[config.mk]
export PLATFORM = sky130hd
export DESIGN_NAME = ps2_mouse_cursor_tracker_top
export DESIGN_NICKNAME = d
export VERILOG_FILES = /design/src/rtl/core/ps2mct_pkg.sv /design/src/rtl/core/ps2mct_cfg.sv /design/src/rtl/core/ps2mct_framer.sv /design/src/rtl/core/ps2mct_update.sv /design/src/rtl/core/ps2_mouse_cursor_tracker_top.sv
export SDC_FILE = /design/constraint.sdc
export NUM_CORES = 1
export LEC_CHECK = 0
export ABC_CLOCK_PERIOD_IN_PS = 4200
export BUFFER_PORTS_ARGS = -buffer_cell sky130_fd_sc_hd__buf_2
export CAP_MARGIN = 20
export CORE_UTILIZATION = 39
export DETAILED_ROUTE_END_ITERATION = 8
export MAX_ROUTING_LAYER = met4
export SYNTH_ARGS = -nofsm -noshare
export SYNTH_HDL_FRONTEND = slang
export SYNTH_SLANG_ARGS = --single-unit
[constraint.sdc]
create_clock -name i_clk -period 4.2 [get_ports i_clk]
set_input_delay 1.05 -clock i_clk [delete_from_list [all_inputs] [get_ports i_clk]]
set_output_delay 1.05 -clock i_clk [all_outputs]
set_load 0.03 [all_outputs]
[src/rtl/core/ps2mct_pkg.sv]
// Shared types, widths and codes for the PS/2 mouse cursor tracker.
`default_nettype none

package ps2mct_pkg;

    // cursor coordinate width
    localparam int COORD_BITS  = 12;
    localparam int COORD_LIMIT = 1 << COORD_BITS;

    localparam int BYTE_W  = 8;
    localparam int CFG_W   = 13;
    // signed sum of a coordinate and a 9-bit delta
    localparam int VAL_W   = COORD_BITS + 2;
    // width that holds both a screen size and the coordinate limit
    localparam int LIM_W   = (CFG_W > COORD_BITS + 1) ? CFG_W : COORD_BITS + 1;

    localparam int IN_TDATA_W  = 8;
    localparam int OUT_W       = 2 * COORD_BITS + 3;
    localparam int OUT_TDATA_W = ((OUT_W + 7) / 8) * 8;

    localparam int APB_ADDR_W = 3;
    localparam int APB_DATA_W = 32;

    localparam logic [CFG_W-1:0] WIDTH_RESET  = CFG_W'(1024);
    localparam logic [CFG_W-1:0] HEIGHT_RESET = CFG_W'(768);

    // flags byte bit positions
    localparam int FLAG_LEFT   = 0;
    localparam int FLAG_RIGHT  = 1;
    localparam int FLAG_MOTION = 3;
    localparam int FLAG_XSIGN  = 4;
    localparam int FLAG_YSIGN  = 5;

    // register index (paddr[2])
    typedef enum logic {
        REG_WIDTH  = 1'b0,
        REG_HEIGHT = 1'b1
    } t_reg_idx;

    // byte slot within a mouse packet
    typedef enum logic [2:0] {
        POS_FLAGS  = 3'b001,
        POS_XDELTA = 3'b010,
        POS_YDELTA = 3'b100
    } t_pkt_pos;

    typedef struct packed {
        logic [CFG_W-1:0] width;
        logic [CFG_W-1:0] height;
    } t_cfg;

    // completed packet handed from the framer to the update stage
    typedef struct packed {
        logic              valid;
        logic [BYTE_W-1:0] flags;
        logic [BYTE_W-1:0] x_delta;
        logic [BYTE_W-1:0] y_delta;
    } t_pkt;

endpackage

`default_nettype wire

[src/rtl/core/ps2mct_cfg.sv]
// APB register file holding the screen size.
`default_nettype none

module ps2mct_cfg (
    input  wire                                   i_clk,
    input  wire                                   i_rst_n,
    input  wire                                   psel,
    input  wire                                   penable,
    input  wire                                   pwrite,
    input  wire  [ps2mct_pkg::APB_ADDR_W-1:0]     paddr,
    input  wire  [ps2mct_pkg::APB_DATA_W-1:0]     pwdata,
    output logic [ps2mct_pkg::APB_DATA_W-1:0]     prdata,
    output logic                                  pready,
    output ps2mct_pkg::t_cfg                      o_cfg
);

    ps2mct_pkg::t_cfg r_cfg;
    logic             wr_en;
    logic             sel_height;

    assign pready     = 1'b1;
    assign wr_en      = psel && penable && pwrite;
    assign sel_height = (paddr[2] == ps2mct_pkg::REG_HEIGHT);

    always_ff @(posedge i_clk) begin
        if (!i_rst_n) begin
            r_cfg.width  <= ps2mct_pkg::WIDTH_RESET;
            r_cfg.height <= ps2mct_pkg::HEIGHT_RESET;
        end else if (wr_en) begin
            if (sel_height) begin
                r_cfg.height <= pwdata[ps2mct_pkg::CFG_W-1:0];
            end else begin
                r_cfg.width <= pwdata[ps2mct_pkg::CFG_W-1:0];
            end
        end
    end

    always_comb begin
        if (sel_height) begin
            prdata = ps2mct_pkg::APB_DATA_W'(r_cfg.height);
        end else begin
            prdata = ps2mct_pkg::APB_DATA_W'(r_cfg.width);
        end
    end

    assign o_cfg = r_cfg;

endmodule

`default_nettype wire

[src/rtl/core/ps2mct_framer.sv]
// Input beat register and three-byte mouse packet framing.
`default_nettype none

module ps2mct_framer (
    input  wire                                 i_clk,
    input  wire                                 i_rst_n,
    input  wire                                 i_tvalid,
    output logic                                o_tready,
    input  wire  [ps2mct_pkg::BYTE_W-1:0]       i_byte,
    input  wire                                 i_aux,
    input  wire                                 i_out_free,
    output ps2mct_pkg::t_pkt                    o_pkt
);

    logic                           r_in_valid;
    logic [ps2mct_pkg::BYTE_W-1:0]  r_in_byte;
    logic                           r_in_aux;

    ps2mct_pkg::t_pkt_pos           r_pos, n_pos;
    logic [ps2mct_pkg::BYTE_W-1:0]  r_flags, n_flags;
    logic [ps2mct_pkg::BYTE_W-1:0]  r_xd, n_xd;

    logic completes;
    logic advance;

    // a packet-closing byte waits only when the result slot is busy
    assign completes = r_in_aux && (r_pos == ps2mct_pkg::POS_YDELTA);
    assign advance   = r_in_valid && (!completes || i_out_free);
    assign o_tready  = !r_in_valid || advance;

    always_ff @(posedge i_clk) begin
        if (!i_rst_n) begin
            r_in_valid <= 1'b0;
        end else if (o_tready) begin
            r_in_valid <= i_tvalid;
        end
    end

    always_ff @(posedge i_clk) begin
        if (o_tready && i_tvalid) begin
            r_in_byte <= i_byte;
            r_in_aux  <= i_aux;
        end
    end

    always_comb begin
        n_pos   = r_pos;
        n_flags = r_flags;
        n_xd    = r_xd;
        if (advance && r_in_aux) begin
            case (r_pos)
                ps2mct_pkg::POS_XDELTA: begin
                    n_xd  = r_in_byte;
                    n_pos = ps2mct_pkg::POS_YDELTA;
                end
                ps2mct_pkg::POS_YDELTA: begin
                    n_pos = ps2mct_pkg::POS_FLAGS;
                end
                default: begin
                    n_flags = r_in_byte;
                    n_pos   = ps2mct_pkg::POS_XDELTA;
                end
            endcase
        end
    end

    always_ff @(posedge i_clk) begin
        if (!i_rst_n) begin
            r_pos   <= ps2mct_pkg::POS_FLAGS;
            r_flags <= '0;
            r_xd    <= '0;
        end else begin
            r_pos   <= n_pos;
            r_flags <= n_flags;
            r_xd    <= n_xd;
        end
    end

    assign o_pkt.valid   = advance && completes;
    assign o_pkt.flags   = r_flags;
    assign o_pkt.x_delta = r_xd;
    assign o_pkt.y_delta = r_in_byte;

endmodule

`default_nettype wire

[src/rtl/core/ps2mct_update.sv]
// Cursor update, clamp and result register.
`default_nettype none

module ps2mct_update (
    input  wire                                      i_clk,
    input  wire                                      i_rst_n,
    input  ps2mct_pkg::t_pkt                         i_pkt,
    input  ps2mct_pkg::t_cfg                         i_cfg,
    output logic                                     o_out_free,
    output logic                                     o_tvalid,
    input  wire                                      i_tready,
    output logic [ps2mct_pkg::OUT_TDATA_W-1:0]       o_tdata
);

    localparam int CB = ps2mct_pkg::COORD_BITS;
    localparam int VW = ps2mct_pkg::VAL_W;
    localparam int LW = ps2mct_pkg::LIM_W;

    logic [CB-1:0] r_pos_x, r_pos_y;
    logic [CB-1:0] n_pos_x, n_pos_y;
    logic          r_out_valid;
    logic          r_left, r_right, r_motion;

    logic                 apply;
    logic signed [VW-1:0] dx, dy, vx, vy;

    // size 0 counts as 1, sizes above the coordinate range saturate
    function automatic logic [CB-1:0] clamp_coord(
        input logic signed [VW-1:0]            v,
        input logic [ps2mct_pkg::CFG_W-1:0]    size
    );
        logic [LW-1:0] s;
        logic [CB-1:0] top;
        s = LW'(size);
        if (s == '0) begin
            s = LW'(1);
        end
        if (s > LW'(ps2mct_pkg::COORD_LIMIT)) begin
            s = LW'(ps2mct_pkg::COORD_LIMIT);
        end
        top = CB'(s - LW'(1));
        if (v[VW-1]) begin
            clamp_coord = '0;
        end else if (v[VW-2:0] > (VW-1)'(top)) begin
            clamp_coord = top;
        end else begin
            clamp_coord = v[CB-1:0];
        end
    endfunction

    assign apply = i_pkt.flags[ps2mct_pkg::FLAG_MOTION];
    assign dx = VW'($signed({i_pkt.flags[ps2mct_pkg::FLAG_XSIGN], i_pkt.x_delta}));
    assign dy = VW'($signed({i_pkt.flags[ps2mct_pkg::FLAG_YSIGN], i_pkt.y_delta}));

    always_comb begin
        vx = $signed(VW'(r_pos_x));
        vy = $signed(VW'(r_pos_y));
        if (apply) begin
            vx = vx + dx;
            vy = vy - dy;
        end
        n_pos_x = clamp_coord(vx, i_cfg.width);
        n_pos_y = clamp_coord(vy, i_cfg.height);
    end

    assign o_out_free = !r_out_valid || i_tready;

    always_ff @(posedge i_clk) begin
        if (!i_rst_n) begin
            r_out_valid <= 1'b0;
            r_pos_x     <= '0;
            r_pos_y     <= '0;
        end else if (i_pkt.valid) begin
            r_out_valid <= 1'b1;
            r_pos_x     <= n_pos_x;
            r_pos_y     <= n_pos_y;
        end else if (i_tready) begin
            r_out_valid <= 1'b0;
        end
    end

    always_ff @(posedge i_clk) begin
        if (i_pkt.valid) begin
            r_left   <= i_pkt.flags[ps2mct_pkg::FLAG_LEFT];
            r_right  <= i_pkt.flags[ps2mct_pkg::FLAG_RIGHT];
            r_motion <= apply;
        end
    end

    assign o_tvalid = r_out_valid;
    assign o_tdata  = {{(ps2mct_pkg::OUT_TDATA_W - ps2mct_pkg::OUT_W){1'b0}},
                       r_motion, r_right, r_left, r_pos_y, r_pos_x};

endmodule

`default_nettype wire

[src/rtl/core/ps2_mouse_cursor_tracker_top.sv]
// Top level of the PS/2 mouse cursor tracker.
//
//  channel    dir   handshake                      payload
//  s_axis     in    tvalid/tready                  tdata[7:0] byte, tuser aux-port flag
//  m_axis     out   tvalid/tready                  tdata: x, y, left, right, motion
//  apb        in    psel/penable/pwrite, pready=1  0x0 screen_width, 0x4 screen_height
//
//  One beat per cycle when s_axis does not stall: a beat is held in the input register,
//  then framing and the add/clamp feed the result register, which presents a
//  packet's result on m_axis once its third mouse byte has passed both registers.
//  Reset (synchronous, active low) restores 1024x768, cursor 0,0, framing at flags.
//  Only a packet-closing byte stalls s_axis, and only while a result waits
//  on m_axis; keyboard bytes and the first two packet bytes never stall.
`default_nettype none

module ps2_mouse_cursor_tracker_top (
    input  wire                                      i_clk,
    input  wire                                      i_rst_n,
    // slave stream
    input  wire                                      i_s_axis_tvalid,
    output logic                                     o_s_axis_tready,
    input  wire  [ps2mct_pkg::IN_TDATA_W-1:0]        i_s_axis_tdata,  // [7:0] data_byte
    input  wire                                      i_s_axis_tuser,  // [0] from_aux_port
    // master stream
    output logic                                     o_m_axis_tvalid,
    input  wire                                      i_m_axis_tready,
    // [11:0] cursor_x, [23:12] cursor_y, [24] left_button, [25] right_button,
    // [26] motion_applied, [31:27] zero
    output logic [ps2mct_pkg::OUT_TDATA_W-1:0]       o_m_axis_tdata,
    // APB configuration
    input  wire                                      psel,
    input  wire                                      penable,
    input  wire                                      pwrite,
    input  wire  [ps2mct_pkg::APB_ADDR_W-1:0]        paddr,
    input  wire  [ps2mct_pkg::APB_DATA_W-1:0]        pwdata,
    output logic [ps2mct_pkg::APB_DATA_W-1:0]        prdata,
    output logic                                     pready
);

    ps2mct_pkg::t_cfg cfg;
    ps2mct_pkg::t_pkt pkt;
    logic             out_free;

    ps2mct_cfg u_cfg (
        .i_clk   (i_clk),
        .i_rst_n (i_rst_n),
        .psel    (psel),
        .penable (penable),
        .pwrite  (pwrite),
        .paddr   (paddr),
        .pwdata  (pwdata),
        .prdata  (prdata),
        .pready  (pready),
        .o_cfg   (cfg)
    );

    // byte register and packet framing
    ps2mct_framer u_framer (
        .i_clk      (i_clk),
        .i_rst_n    (i_rst_n),
        .i_tvalid   (i_s_axis_tvalid),
        .o_tready   (o_s_axis_tready),
        .i_byte     (i_s_axis_tdata[ps2mct_pkg::BYTE_W-1:0]),
        .i_aux      (i_s_axis_tuser),
        .i_out_free (out_free),
        .o_pkt      (pkt)
    );

    // add deltas, clamp to the screen, hold the result beat
    ps2mct_update u_update (
        .i_clk      (i_clk),
        .i_rst_n    (i_rst_n),
        .i_pkt      (pkt),
        .i_cfg      (cfg),
        .o_out_free (out_free),
        .o_tvalid   (o_m_axis_tvalid),
        .i_tready   (i_m_axis_tready),
        .o_tdata    (o_m_axis_tdata)
    );

endmodule

`default_nettype wire

# Word level (Yosys, flattened, before mapping)
# Cells that the tools add are included.
[op_classes]
addsub = 4
order_cmp = 4
eq_ne = 2
mux = 14
bitwise_logic = 2
reduce_logical = 21
[op_table]
columns = ["operator", "n"]
rows = [
  ["2-to-1 mux 12 bit", 6],
  ["2-to-1 mux 13 bit", 3],
  ["2-to-1 mux 14 bit", 2],
  ["> comparator 13 x 12 -> 1 bit", 2],
  ["> comparator 13 bit, second input constant", 2],
  ["zero test 13 bit", 2],
  ["subtractor 12 x 1 -> 12 bit, second input constant", 2],
  ["adder 13 x 9 -> 14 bit", 1],
  ["subtractor 13 x 9 -> 14 bit", 1],
  ["AND reduction 2 bit", 4],
  ["logical AND 1 bit", 7],
  ["one-hot mux 3 bit (2 select lines)", 1],
  ["equality test 3 x 2 -> 1 bit, second input constant", 1],
  ["equality test 3 bit, second input constant", 1],
  ["zero test 1 bit", 3],
  ["logical OR 1 bit", 3],
  ["2-to-1 mux 1 bit", 2],
  ["NOT 1 bit", 2],
  ["nonzero test 2 bit", 1],
  ["OR reduction 2 bit", 1],
]
[totals]
regBits = 81
inputBits = 51

# Logic depth before layout (Yosys ltp)
# Gate-level depths: netlist (run 1).
[logic_depth]
depth_word = 8
depth_mapped = 21
mapped_depth_nobuf = 19

# By module
# A second synthesis (run 1) with hierarchy kept.
[unflattened]
cells_unflattened = 747
area_unflattened_um2 = 6532.5
[by_module_without_submodules]
columns = ["module", "instances", "cells_each", "area_each_um2", "seq_area_each_um2"]
rows = [
  ["ps2mct_update", 1, 481, 3922.5, 590.6],
  ["ps2mct_cfg", 1, 142, 1350.0, 520.5],
  ["ps2mct_framer", 1, 124, 1260.0, 670.6],
]

# Worst setup path after synthesis (run 1)
# No wires, ideal clock.
[synth_path]
path_kind = "reg-to-reg"
startpoint = "register u_cfg.r_cfg (netlist bit u_cfg.o_cfg[15])"
endpoint = "register u_update.r_pos_x[9]"
setup_ns = 0.117
arrival_time_ns = 4.218
required_time_ns = 4.083
setup_slack_ns = -0.136
path_stages_with_launch = 17
synth_period_minus_slack_ns = 4.336
cell_sequence = "dfxtp_1 -> or4_4 -> nor4b_2 -> o21bai_1 -> ha_1 -> clkbuf_1 -> mux2_1 -> a22oi_1 -> ha_1 -> and4_1 -> a2111oi_0 -> a311o_1 -> o21ai_0 -> a21oi_2 -> buf_2 -> nand3_1 -> a32o_1"
[synth_via]
elab_chain_len = 8
[synth_lines]
columns = ["item", "line", "text"]
rows = [
  ["from (decl)", "ps2mct_cfg.sv:17", "ps2mct_pkg::t_cfg r_cfg;"],
  ["zero test 13 bit", "ps2mct_update.sv:35", "if (s == '0) begin"],
  ["2-to-1 mux 13 bit (*)", "ps2mct_update.sv:35", ""],
  ["> comparator 13 bit", "ps2mct_update.sv:38", "if (s > LW'(ps2mct_pkg::COORD_LIMIT)) begin"],
  ["2-to-1 mux 12 bit (*)", "ps2mct_update.sv:38", ""],
  ["subtractor 12 x 1 -> 12 bit (*)", "ps2mct_update.sv:41", "top = CB'(s - LW'(1));"],
  ["> comparator 13 x 12 -> 1 bit", "ps2mct_update.sv:44", "end else if (v[VW-2:0] > (VW-1)'(top)) begin"],
  ["2-to-1 mux 12 bit (*)", "ps2mct_update.sv:44", ""],
  ["2-to-1 mux 12 bit (*)", "ps2mct_update.sv:42", "if (v[VW-1]) begin"],
  ["to (signal assigned)", "ps2mct_update.sv:75", "r_pos_x <= n_pos_x;"],
  ["to (decl)", "ps2mct_update.sv:19", "logic [CB-1:0] r_pos_x, r_pos_y;"],
]
# Mark *: on every way between the ends. The rest lies on a longest branch, timed or not.
# A chain may end at the register's enable or synchronous reset.

# Worst setup path in the final report (run 1)
[layout_path]
startpoint = "register u_update.r_pos_x[0]"
endpoint = "register u_update.r_pos_x[3]"
[layout_via]
elab_chain_len = 5
[layout_lines]
columns = ["item", "line", "text"]
rows = [
  ["adder 13 x 9 -> 14 bit", "ps2mct_update.sv:59", "vx = vx + dx;"],
  ["2-to-1 mux 14 bit (*)", "ps2mct_update.sv:58", "if (apply) begin"],
  ["> comparator 13 x 12 -> 1 bit", "ps2mct_update.sv:44", ""],
  ["2-to-1 mux 12 bit", "ps2mct_update.sv:44", ""],
  ["2-to-1 mux 12 bit (*)", "ps2mct_update.sv:42", ""],
]
# Marks and branches as above.

==> results of run 1 <==
## area by class of cell
cell class,instances,area [µm²]
flip-flops and latches,80,1720
clock inverters,7,45.0
clock buffers,9,225
inverters,42,158
fillers,1422,7890
repair buffers,129,798
well taps,188,235
multi-input cells,559,4130
## layer usage
metal,vias to the layer above,GRT usage,wire [µm]
li1,2710,-,-
met1,2511,0.246,7220
met2,136,0.345,7650
met3,31,0.0413,676
met4,0,0.0826,423
met5,-,-,0
## worst max-delay path, stage by stage, from the launching register on
cell	delay (ps)
dfxtp_2	340
ha_4	160
fa_2	430
a211oi_2	300
o21a_1	190
buf_4	110
buf_4	90
o31ai_1	80
or3_1	330
nand3_1	80
and2_1	170
inv_1	60
ha_1	200
a2111oi_2	340
a311o_1	230
o21ai_2	70
a21oi_4	220
mux2_2	360
a22o_1	190
## layout by cell type, fill, tap and decap left out, types with 16 or more instances in the layout
| cell type | instances |
|---|---|
| nor2_1 | 33 |
| conb_1 | 25 |
| nand2_1 | 81 |
| a21oi_1 | 26 |
| o21ai_0 | 18 |
| mux2_2 | 26 |
| buf_4 | 56 |
| dfxtp_1 | 66 |
| nor2b_1 | 24 |
| a22o_1 | 17 |
| buf_2 | 71 |
| a21boi_0 | 25 |
| mux2i_1 | 25 |
| nand3_1 | 16 |
| xnor2_1 | 17 |
| ha_1 | 47 |
| inv_1 | 42 |
| nor3_1 | 18 |
## worst max path at each step
stage	from	end	slack [ps]	depth (start not counted)
global placement	u_cfg.o_cfg[15]$_SDFFE_PN0P_	u_update.r_pos_x[9]$_SDFFE_PN0P_	-8	15
detailed placement	u_cfg.o_cfg[15]$_SDFFE_PN0P_	u_update.r_pos_x[9]$_SDFFE_PN0P_	-120	16
finish	u_update.r_pos_x[0]$_SDFFE_PN0P_	u_update.r_pos_x[3]$_SDFFE_PN0P_	140	18
global route	u_update.r_pos_x[0]$_SDFFE_PN0P_	u_update.r_pos_x[4]$_SDFFE_PN0P_	-40	19
floorplan	u_cfg.o_cfg[20]$_SDFFE_PN0P_	u_update.r_pos_x[1]$_SDFFE_PN0P_	10	15
CTS	u_update.r_pos_x[0]$_SDFFE_PN0P_	u_update.r_pos_x[5]$_SDFFE_PN0P_	20	21
## power by group through the flow
stage          combinational (mW)  clock [mW]  sequential (mW)
2_1_floorplan               0.254           0            0.823
6_report                    0.349       0.733            0.810
5_1_grt                     0.387       0.781            0.812
4_1_cts                     0.335       0.746            0.810
3_5_place_dp                0.330           0            0.827
3_3_place_gp                0.322           0            0.827
## timing repair
| item | 4_1_cts | 5_1_grt |
|---|---|---|
| pin swaps | 0 | 17 |
| resized for setup | 5 | 29 |
| setup endpoints to repair | 15 | 22 |
| endpoints found under the hold margin | 0 | 0 |
| setup buffers | 1 | 6 |
| hold buffers | 0 | 0 |
## per-stage QoR
stage                     power (mW)  std cells  hold slack (ps)  setup TNS (ps)
after floorplan                 1.08        737              408               0
after global placement          1.15        991              423           -10.6
after detailed placement        1.16        992              437            -838
after CTS                       1.89       1009              453               0
after global routing            1.98       1014              477            -268
final                           1.89       1014              451               0
## cell families (layout without fill, tap and decap cells)
| kind of cell | count (synthesis) | in the layout | synth area share |
|---|---|---|---|
| buf+inv | 98 | 187 | 0.0785 |
| other cells | 2 | 25 | 0.00124 |
| simple gates | 227 | 227 | 0.185 |
| fa+ha+maj | 54 | 54 | 0.114 |
| mux | 53 | 53 | 0.0932 |
| compound gates | 174 | 174 | 0.207 |
| xor+xnor | 26 | 26 | 0.0375 |
| flops | 80 | 80 | 0.284 |
## sequential cells by signal, summed over array words and instances, names as in the netlist, 3 cells and up
| register | count |
|---|---|
| u_update.r_pos_x | 12 |
| u_cfg.o_cfg | 26 |
| u_framer.r_xd | 8 |
| u_framer.r_in_byte | 8 |
| u_update.r_pos_y | 12 |
| u_framer.r_pos | 3 |
| u_framer.r_flags | 5 |
==> flow_summary.yaml, run 1 <==
die:
  core_area_um2: 15200
  num_rows: 45
  start_util: 0.399
  pin_count: 118
  die_height_um: 127
  die-area_um2: 16100
  die_x_um: 127
synth:
  synth_edf_count: 12
  synth_cells: 714
  yosysTopAreaCellShare: 0.224
  synth_common_cells: "nand2_1 (81), dfxtp_1 (68), ha_1 (52)"
  ys_types: 61
  ys_async_sr_fraction: 0
  ys_seq_area_frac: 0.284
  synth_area_um2: 6070
  synth_largest_area_cell: "dfxtp_1"
  yosys-top-cells-area: "dfxtp_1 (22%), ha_1 (11%), edfxtp_1 (5.9%), nand2_1 (5.0%), mux2_2 (4.8%)"
  synth.most_common_cell: "nand2_1"
  ys_seq_elements: 80
  ys_warn_count: 0
  syn_avg_cell_area_um2: 8.50
  synth_flop_cell: "dfxtp_1"
routing:
  dr.pass1.iters: 4
  postRouteAntennaNets: 0
  wl_um: 16000
  vias: 5388
  drc: 0
  wl_per_cell_um: 15.8
  viasPerCell: 5.31
  drt_iter0_markers: 228
placed_design:
  hpwlAfterDp_um: 12400
  preCtsSetupSlack_ps: -116
  place_congestion: 0.853
  port_buffers: 71
  placed_cell_area_um2: 6840
job:
  maxCapViolations: 0
timing:
  clock.fmax_mhz: 246
  maxSlewViolCount: 0
  hold_viol_final: 0
  layout_setup_ws_ps: 139
  grt_setup_unrepaired: "true"
  period_share: 0.967
  min_period_ps: 4060
  setup_viol: 0
  relSlewSlack: 0.326
  fin_skew_ps: 10.9
  tightest_slew_ps: 1010
clock_network:
  clk_latency_ps: 350
  clockBufferDepth: 2
  clock-sinks: 80
  cts_buffers: 9
  path_clk_slew_ps: 70
  htreeDepth: 3
  cts_tree: "done"
  cts_root_buf: "clkbuf_16"
power_and_ir_drop:
  p_clk_frac: 0.387
  p_per_area_nw_per_um2: 259
  switchingPower_mw: 0.552
  p_sw_frac: 0.292
  p_int_mw: 1.34
  combinationalPowerShare: 0.185
  p_leak_nw: 3.36
  seqPwrFrac: 0.428
  ir_drop_mv: 0.209
critical_path:
  rr_worst_depth: 18
  path_class: "flip-flop to flip-flop"
  r2r-end: "u_update.r_pos_x[3]$_SDFFE_PN0P_"
  rrSetupSlack_ps: 140
  crit_fanout: 6
  startpoint_type: "flip-flop"
  reg2reg_from: "u_update.r_pos_x[0]$_SDFFE_PN0P_"
  worstPathArrival_ps: 4310
  endpoint_kind: "flip-flop"
  worstPathRequired_ps: 4450
global_routing:
  grt_remaining_overflow: 0
  track_usage: 0.207
  antenna_found_initial: 0
  grt_pass1_vias: 5284
  grt_max_degree: 46
  grt_pass1_wl_um: 25600
outcome:
  outcome: "completed"
finish:
  syn2layout_area_growth_pct: 20.5
  final_area_um2: 7310
  diodes: 0
  final_nets: 926
  utilization: 0.481
  drive_gt1_frac: 0.262
hold_path:
  whs_endpoint: "u_update.r_right$_DFFE_PP_"
  hold_start: "u_framer.r_flags[1]$_SDFFE_PN0P_"
  min_path_cells: 0
  hp-class: "flip-flop to flip-flop"
(Power assumes the default switching activity.)
==> run 2: changes to the inputs <==
--- a/config.mk
+++ b/config.mk
@@ -8,6 +8,7 @@
 export ABC_CLOCK_PERIOD_IN_PS = 4200
 export BUFFER_PORTS_ARGS = -buffer_cell sky130_fd_sc_hd__buf_2
 export CAP_MARGIN = 20
+export CORE_ASPECT_RATIO = 0.8
 export CORE_UTILIZATION = 39
 export DETAILED_ROUTE_END_ITERATION = 8
 export MAX_ROUTING_LAYER = met4
==> flow_summary.yaml, run 2 (synthesis results as in run 1) <==
global_routing:
  grtUsageMet2: 0.342
  grt_pass1_wl_um: 26200
  use_met3: 0.0500
  top_usage_layer: "met2"
  use_met1: 0.272
  grt_max_degree: 45
  grt_pass1_vias: 5199
  grt_remaining_overflow: 0
  antenna_found_initial: 0
  track_usage: 0.213
critical_path:
  critical_path_depth: 15
  critPathSlowestCell: "or4_4"
  crit_fanout: 6
  path_class: "flip-flop to flip-flop"
  r2r-end: "u_update.r_pos_x[3]$_SDFFE_PN0P_"
  endpoint_kind: "flip-flop"
  reg2reg_from: "u_cfg.o_cfg[15]$_SDFFE_PN0P_"
  rr_worst_depth: 15
  worstPathRequired_ps: 4430
  crit_chain: "or4_4, or4_4, or2_4, o21ai_4, mux2_1, a22oi_2, ha_1, and4_4, a2111oi_2, a311o_1, o21ai_1, a21oi_2, buf_6, mux2_2, a22o_1"
  rrSetupSlack_ps: 120
  worstPathArrival_ps: 4320
  worst_path_dominant_cell_family: "simple AND/OR/NAND/NOR gates"
  cp.buffers_inverters: 1
  startpoint_type: "flip-flop"
  cpPeakStageDelay_ps: 580
  crit_top_cell: "or4_4"
power_and_ir_drop:
  p_per_area_nw_per_um2: 259
  p_leak_nw: 3.46
  ir_drop_mv: 0.190
finish:
  final_common_cell: "nand2_1"
  diodes: 0
  layout_common_cells: "nand2_1 (80), buf_2 (71), dfxtp_1 (64), buf_4 (63), ha_1 (48)"
  utilization: 0.494
  drive_gt1_frac: 0.272
  largest_reg_flops: 26
  final_nets: 937
  syn2layout_area_growth_pct: 23.0
hold_path:
  min_path_cells: 0
  hold_start: "u_framer.r_flags[1]$_SDFFE_PN0P_"
  hp-class: "flip-flop to flip-flop"
  whs_endpoint: "u_update.r_right$_DFFE_PP_"
timing:
  period_share: 0.972
  min_period_ps: 4080
  setup_viol: 0
  fin_skew_ps: 7.15
  grt_setup_unrepaired: "true"
  relSlewSlack: 0.339
  hold_viol_final: 0
  maxSlewViolCount: 0
  fin_tns_setup_ps: 0
  tightest_slew_ps: 991
  final.hold.worst_slack_ps: 444
  clock.fmax_mhz: 245
clock_network:
  cts_buffers: 9
  cts_root_buf: "clkbuf_16"
  clk_latency_ps: 350
  cts_tree: "done"
  clock-sinks: 80
  clockBufferDepth: 2
  path_clk_slew_ps: 60
  htreeDepth: 3
die:
  pin_count: 118
  core_area_um2: 15100
  num_rows: 40
  die-area_um2: 16100
  start_util: 0.402
  die_x_um: 141
  die_height_um: 114
routing:
  drc: 0
  dr.pass1.iters: 4
  wl_per_cell_um: 15.6
  drt_iter0_markers: 325
  postRouteAntennaNets: 0
  viasPerCell: 5.26
  vias: 5503
  wl_um: 16400
placed_design:
  place_congestion: 0.898
  hpwlAfterDp_um: 12600
  port_buffers: 71
job:
  maxCapViolations: 0
outcome:
  outcome: "completed"
run 2: area by class of cell:
type	instances	area, µm²
Clock buffer	12	246
Clock inverter	4	21.3
Fill cell	1449	7650
Inverter	42	158
Multi-Input combinational cell	559	4150
Sequential cell	80	1730
Tap cell	210	263
Timing Repair Buffer	140	905
run 2: report_power, final:
| group | leakage (nW) | total [mW] | switching (mW) | internal, mW |
|---|---|---|---|---|
| registers | 0.667 | 0.813 | 0.0186 | 0.794 |
| clock network | 0.130 | 0.730 | 0.317 | 0.413 |
| logic | 2.66 | 0.394 | 0.213 | 0.181 |
| total | 3.46 | 1.94 | 0.549 | 1.39 |
run 2: how the worst max path moves through the flow:
stage | slack (ps) | to | from
floorplan | 10 | u_update.r_pos_x[1]$_SDFFE_PN0P_ | u_cfg.o_cfg[20]$_SDFFE_PN0P_
global placement | 40 | u_update.r_pos_x[9]$_SDFFE_PN0P_ | u_cfg.o_cfg[15]$_SDFFE_PN0P_
detailed placement | -120 | u_update.r_pos_x[9]$_SDFFE_PN0P_ | u_cfg.o_cfg[20]$_SDFFE_PN0P_
CTS | 5 | u_update.r_pos_x[8]$_SDFFE_PN0P_ | u_cfg.o_cfg[18]$_SDFFE_PN0P_
global route | -20 | u_update.r_pos_x[0]$_SDFFE_PN0P_ | u_update.r_pos_x[0]$_SDFFE_PN0P_
finish | 120 | u_update.r_pos_x[3]$_SDFFE_PN0P_ | u_cfg.o_cfg[15]$_SDFFE_PN0P_
run 2: per-stage QoR:
step                setup slack, ps  std cells  total power [mW]  area (µm²)
floorplan                      14.6        737              1.08        6180
global route                  -24.6       1047              2.03        7470
finish                          116       1047              1.94        7470
CTS                            4.61       1040              1.92        7260
global placement               37.0       1006              1.14        6820
detailed placement             -123       1006              1.15        6820
run 2: routing by layer:
metal,part of all wire,vias up
li1,-,2741
met1,0.47,2622
met2,0.47,125
met3,0.055,15
met4,0.012,0
met5,0,-
run 2: timing repair:
item / CTS / global route
setup endpoints to repair: 16 / 24
pin swaps: 4 / 22
buffers inserted: 18 / 7
gates cloned: 0 / 1
gates resized for setup: 9 / 36
hold buffers: 0 / 0
==> run 3: changes to the inputs <==
--- a/config.mk
+++ b/config.mk
@@ -6,7 +6,7 @@
 export NUM_CORES = 1
 export LEC_CHECK = 0
 export ABC_CLOCK_PERIOD_IN_PS = 4200
-export BUFFER_PORTS_ARGS = -buffer_cell sky130_fd_sc_hd__buf_2
+export BUFFER_PORTS_ARGS = -buffer_cell sky130_fd_sc_hd__buf_4
 export CAP_MARGIN = 20
 export CORE_ASPECT_RATIO = 0.8
 export CORE_UTILIZATION = 39
==> flow_summary.yaml, run 3 (synthesis results as in run 1) <==
critical_path:
  r2r-end: "u_update.r_pos_x[0]$_SDFFE_PN0P_"
  rrSetupSlack_ps: 160
  critical_path_depth: 20
  cp.buffers_inverters: 3
  worstPathArrival_ps: 4280
  cpPeakStageDelay_ps: 410
  startpoint_type: "flip-flop"
  worst_path_dominant_cell_family: "compound AO/OA/AOI/OAI gates"
  endpoint_kind: "flip-flop"
  worstPathRequired_ps: 4440
  crit_fanout: 5
  crit_chain: "ha_4, fa_2, a211oi_2, buf_4, o21a_1, nor2_2, a21oi_2, xnor2_1, mux2i_1, inv_1, ha_4, and4_4, nand2_4, a21o_1, a311o_1, o21ai_1, a21oi_2, buf_4, or2_0, a32o_1"
  critPathSlowestCell: "fa_2"
  path_class: "flip-flop to flip-flop"
  rr_worst_depth: 20
  reg2reg_from: "u_update.r_pos_x[0]$_SDFFE_PN0P_"
timing:
  maxSlewViolCount: 0
  period_share: 0.961
  grt_setup_unrepaired: "true"
  fin_skew_ps: 7.01
  relSlewSlack: 0.366
  hold_viol_final: 0
  final.hold.worst_slack_ps: 449
  tightest_slew_ps: 950
  setup_viol: 0
  clock.fmax_mhz: 248
  layout_setup_ws_ps: 162
  min_period_ps: 4040
hold_path:
  min_path_cells: 0
  hp-class: "flip-flop to flip-flop"
  hold_start: "u_framer.r_flags[1]$_SDFFE_PN0P_"
  whs_endpoint: "u_update.r_right$_DFFE_PP_"
placed_design:
  hpwlAfterDp_um: 12500
  port_buffers: 71
  place_congestion: 0.934
  preCtsSetupSlack_ps: -103
  placed_cell_area_um2: 6980
routing:
  viasPerCell: 5.22
  dr.pass1.iters: 4
  postRouteAntennaNets: 0
  drc: 0
  wl_per_cell_um: 15.5
  drt_iter0_markers: 329
  wl_um: 15900
  vias: 5341
clock_network:
  clk_latency_ps: 350
  path_clk_slew_ps: 60
  cts_buffers: 9
  ctsHoldBuffers: 0
  clock-sinks: 80
  cts_tree: "done"
  clockBufferDepth: 2
  htreeDepth: 3
  cts_root_buf: "clkbuf_16"
power_and_ir_drop:
  p_per_area_nw_per_um2: 255
  p_leak_nw: 3.35
  ir_drop_mv: 0.189
  power_mw: 1.89
die:
  pin_count: 118
  die_x_um: 141
  die_height_um: 114
  num_rows: 40
  core_area_um2: 15100
  start_util: 0.402
  die-area_um2: 16100
finish:
  drive_gt1_frac: 0.244
  final_nets: 913
  largest_reg_flops: 26
  nFillCells: 1479
  syn2layout_area_growth_pct: 22.2
  diodes: 0
  final_area_um2: 7420
  layout_common_cells: "buf_4 (114), nand2_1 (80), dfxtp_1 (66), ha_1 (48), inv_1 (42)"
  utilization: 0.491
  final_common_cell: "buf_4"
global_routing:
  antenna_found_initial: 0
  grt_max_degree: 46
  grt_pass1_vias: 5218
  track_usage: 0.207
  grt_remaining_overflow: 0
  grt_pass1_wl_um: 25400
job:
  maxCapViolations: 0
outcome:
  outcome: "completed"
## run 3: metrics by stage
step | instances | setup TNS (ps)
after floorplan | 737 | 0
after global placement | 1004 | 0
after detailed placement | 1004 | -851
after CTS | 1020 | 0
after global routing | 1023 | -111
final | 1023 | 0
## run 3: worst register-to-register path, stage by stage, from the launching register on
cell,delay (ps)
dfxtp_2,330
ha_4,160
fa_2,410
a211oi_2,220
buf_4,150
o21a_1,150
nor2_2,60
a21oi_2,160
xnor2_1,90
mux2i_1,200
inv_1,110
ha_4,280
and4_4,240
nand2_4,60
a21o_1,150
a311o_1,350
o21ai_1,110
a21oi_2,90
buf_4,190
or2_0,190
a32o_1,240
## run 3: cell type report
cell class                 count  area (µm²)  share of cell area
clock inverter                 3        17.5             0.00236
tap                          210         263              0.0354
multi-input combinational    559        4120               0.555
sequential                    80        1720               0.232
inverter                      42         158              0.0212
clock buffer                  13         250              0.0337
timing repair buffer         116         887               0.120
## run 3: worst max-delay path by stage
stage / start / to / slack [ps]
4_1_cts: u_framer.r_xd[0]$_SDFFE_PN0P_ / u_update.r_pos_x[3]$_SDFFE_PN0P_ / 5
3_5_place_dp: u_framer.r_xd[0]$_SDFFE_PN0P_ / u_update.r_pos_x[9]$_SDFFE_PN0P_ / -100
2_1_floorplan: u_cfg.o_cfg[20]$_SDFFE_PN0P_ / u_update.r_pos_x[1]$_SDFFE_PN0P_ / 10
3_3_place_gp: u_update.r_pos_x[0]$_SDFFE_PN0P_ / u_update.r_pos_x[9]$_SDFFE_PN0P_ / 10
5_1_grt: u_framer.r_xd[0]$_SDFFE_PN0P_ / u_update.r_pos_x[0]$_SDFFE_PN0P_ / -40
6_report: u_update.r_pos_x[0]$_SDFFE_PN0P_ / u_update.r_pos_x[0]$_SDFFE_PN0P_ / 160
## run 3: metal layers
metal / wire [µm] / part of all wire / GRT usage / vias up
met1: 7890 / 0.50 / 0.268 / 2549
met2: 7250 / 0.46 / 0.325 / 93
met5: 0 / 0 / - / -
li1: - / - / - / 2687
met3: 621 / 0.039 / 0.0504 / 12
met4: 136 / 0.0086 / 0.0480 / 0
## run 3: power breakdown
group	switching (mW)	internal, mW	total, mW
combinational	0.196	0.151	0.347
sequential	0.0198	0.794	0.814
clock	0.317	0.415	0.732
total	0.532	1.36	1.89
## run 3: what timing repair did
action                                  CTS  global route
pin swaps                                 1            10
endpoints found under the setup margin   16            24
buffers inserted                          0             3
resized for setup                         6            24
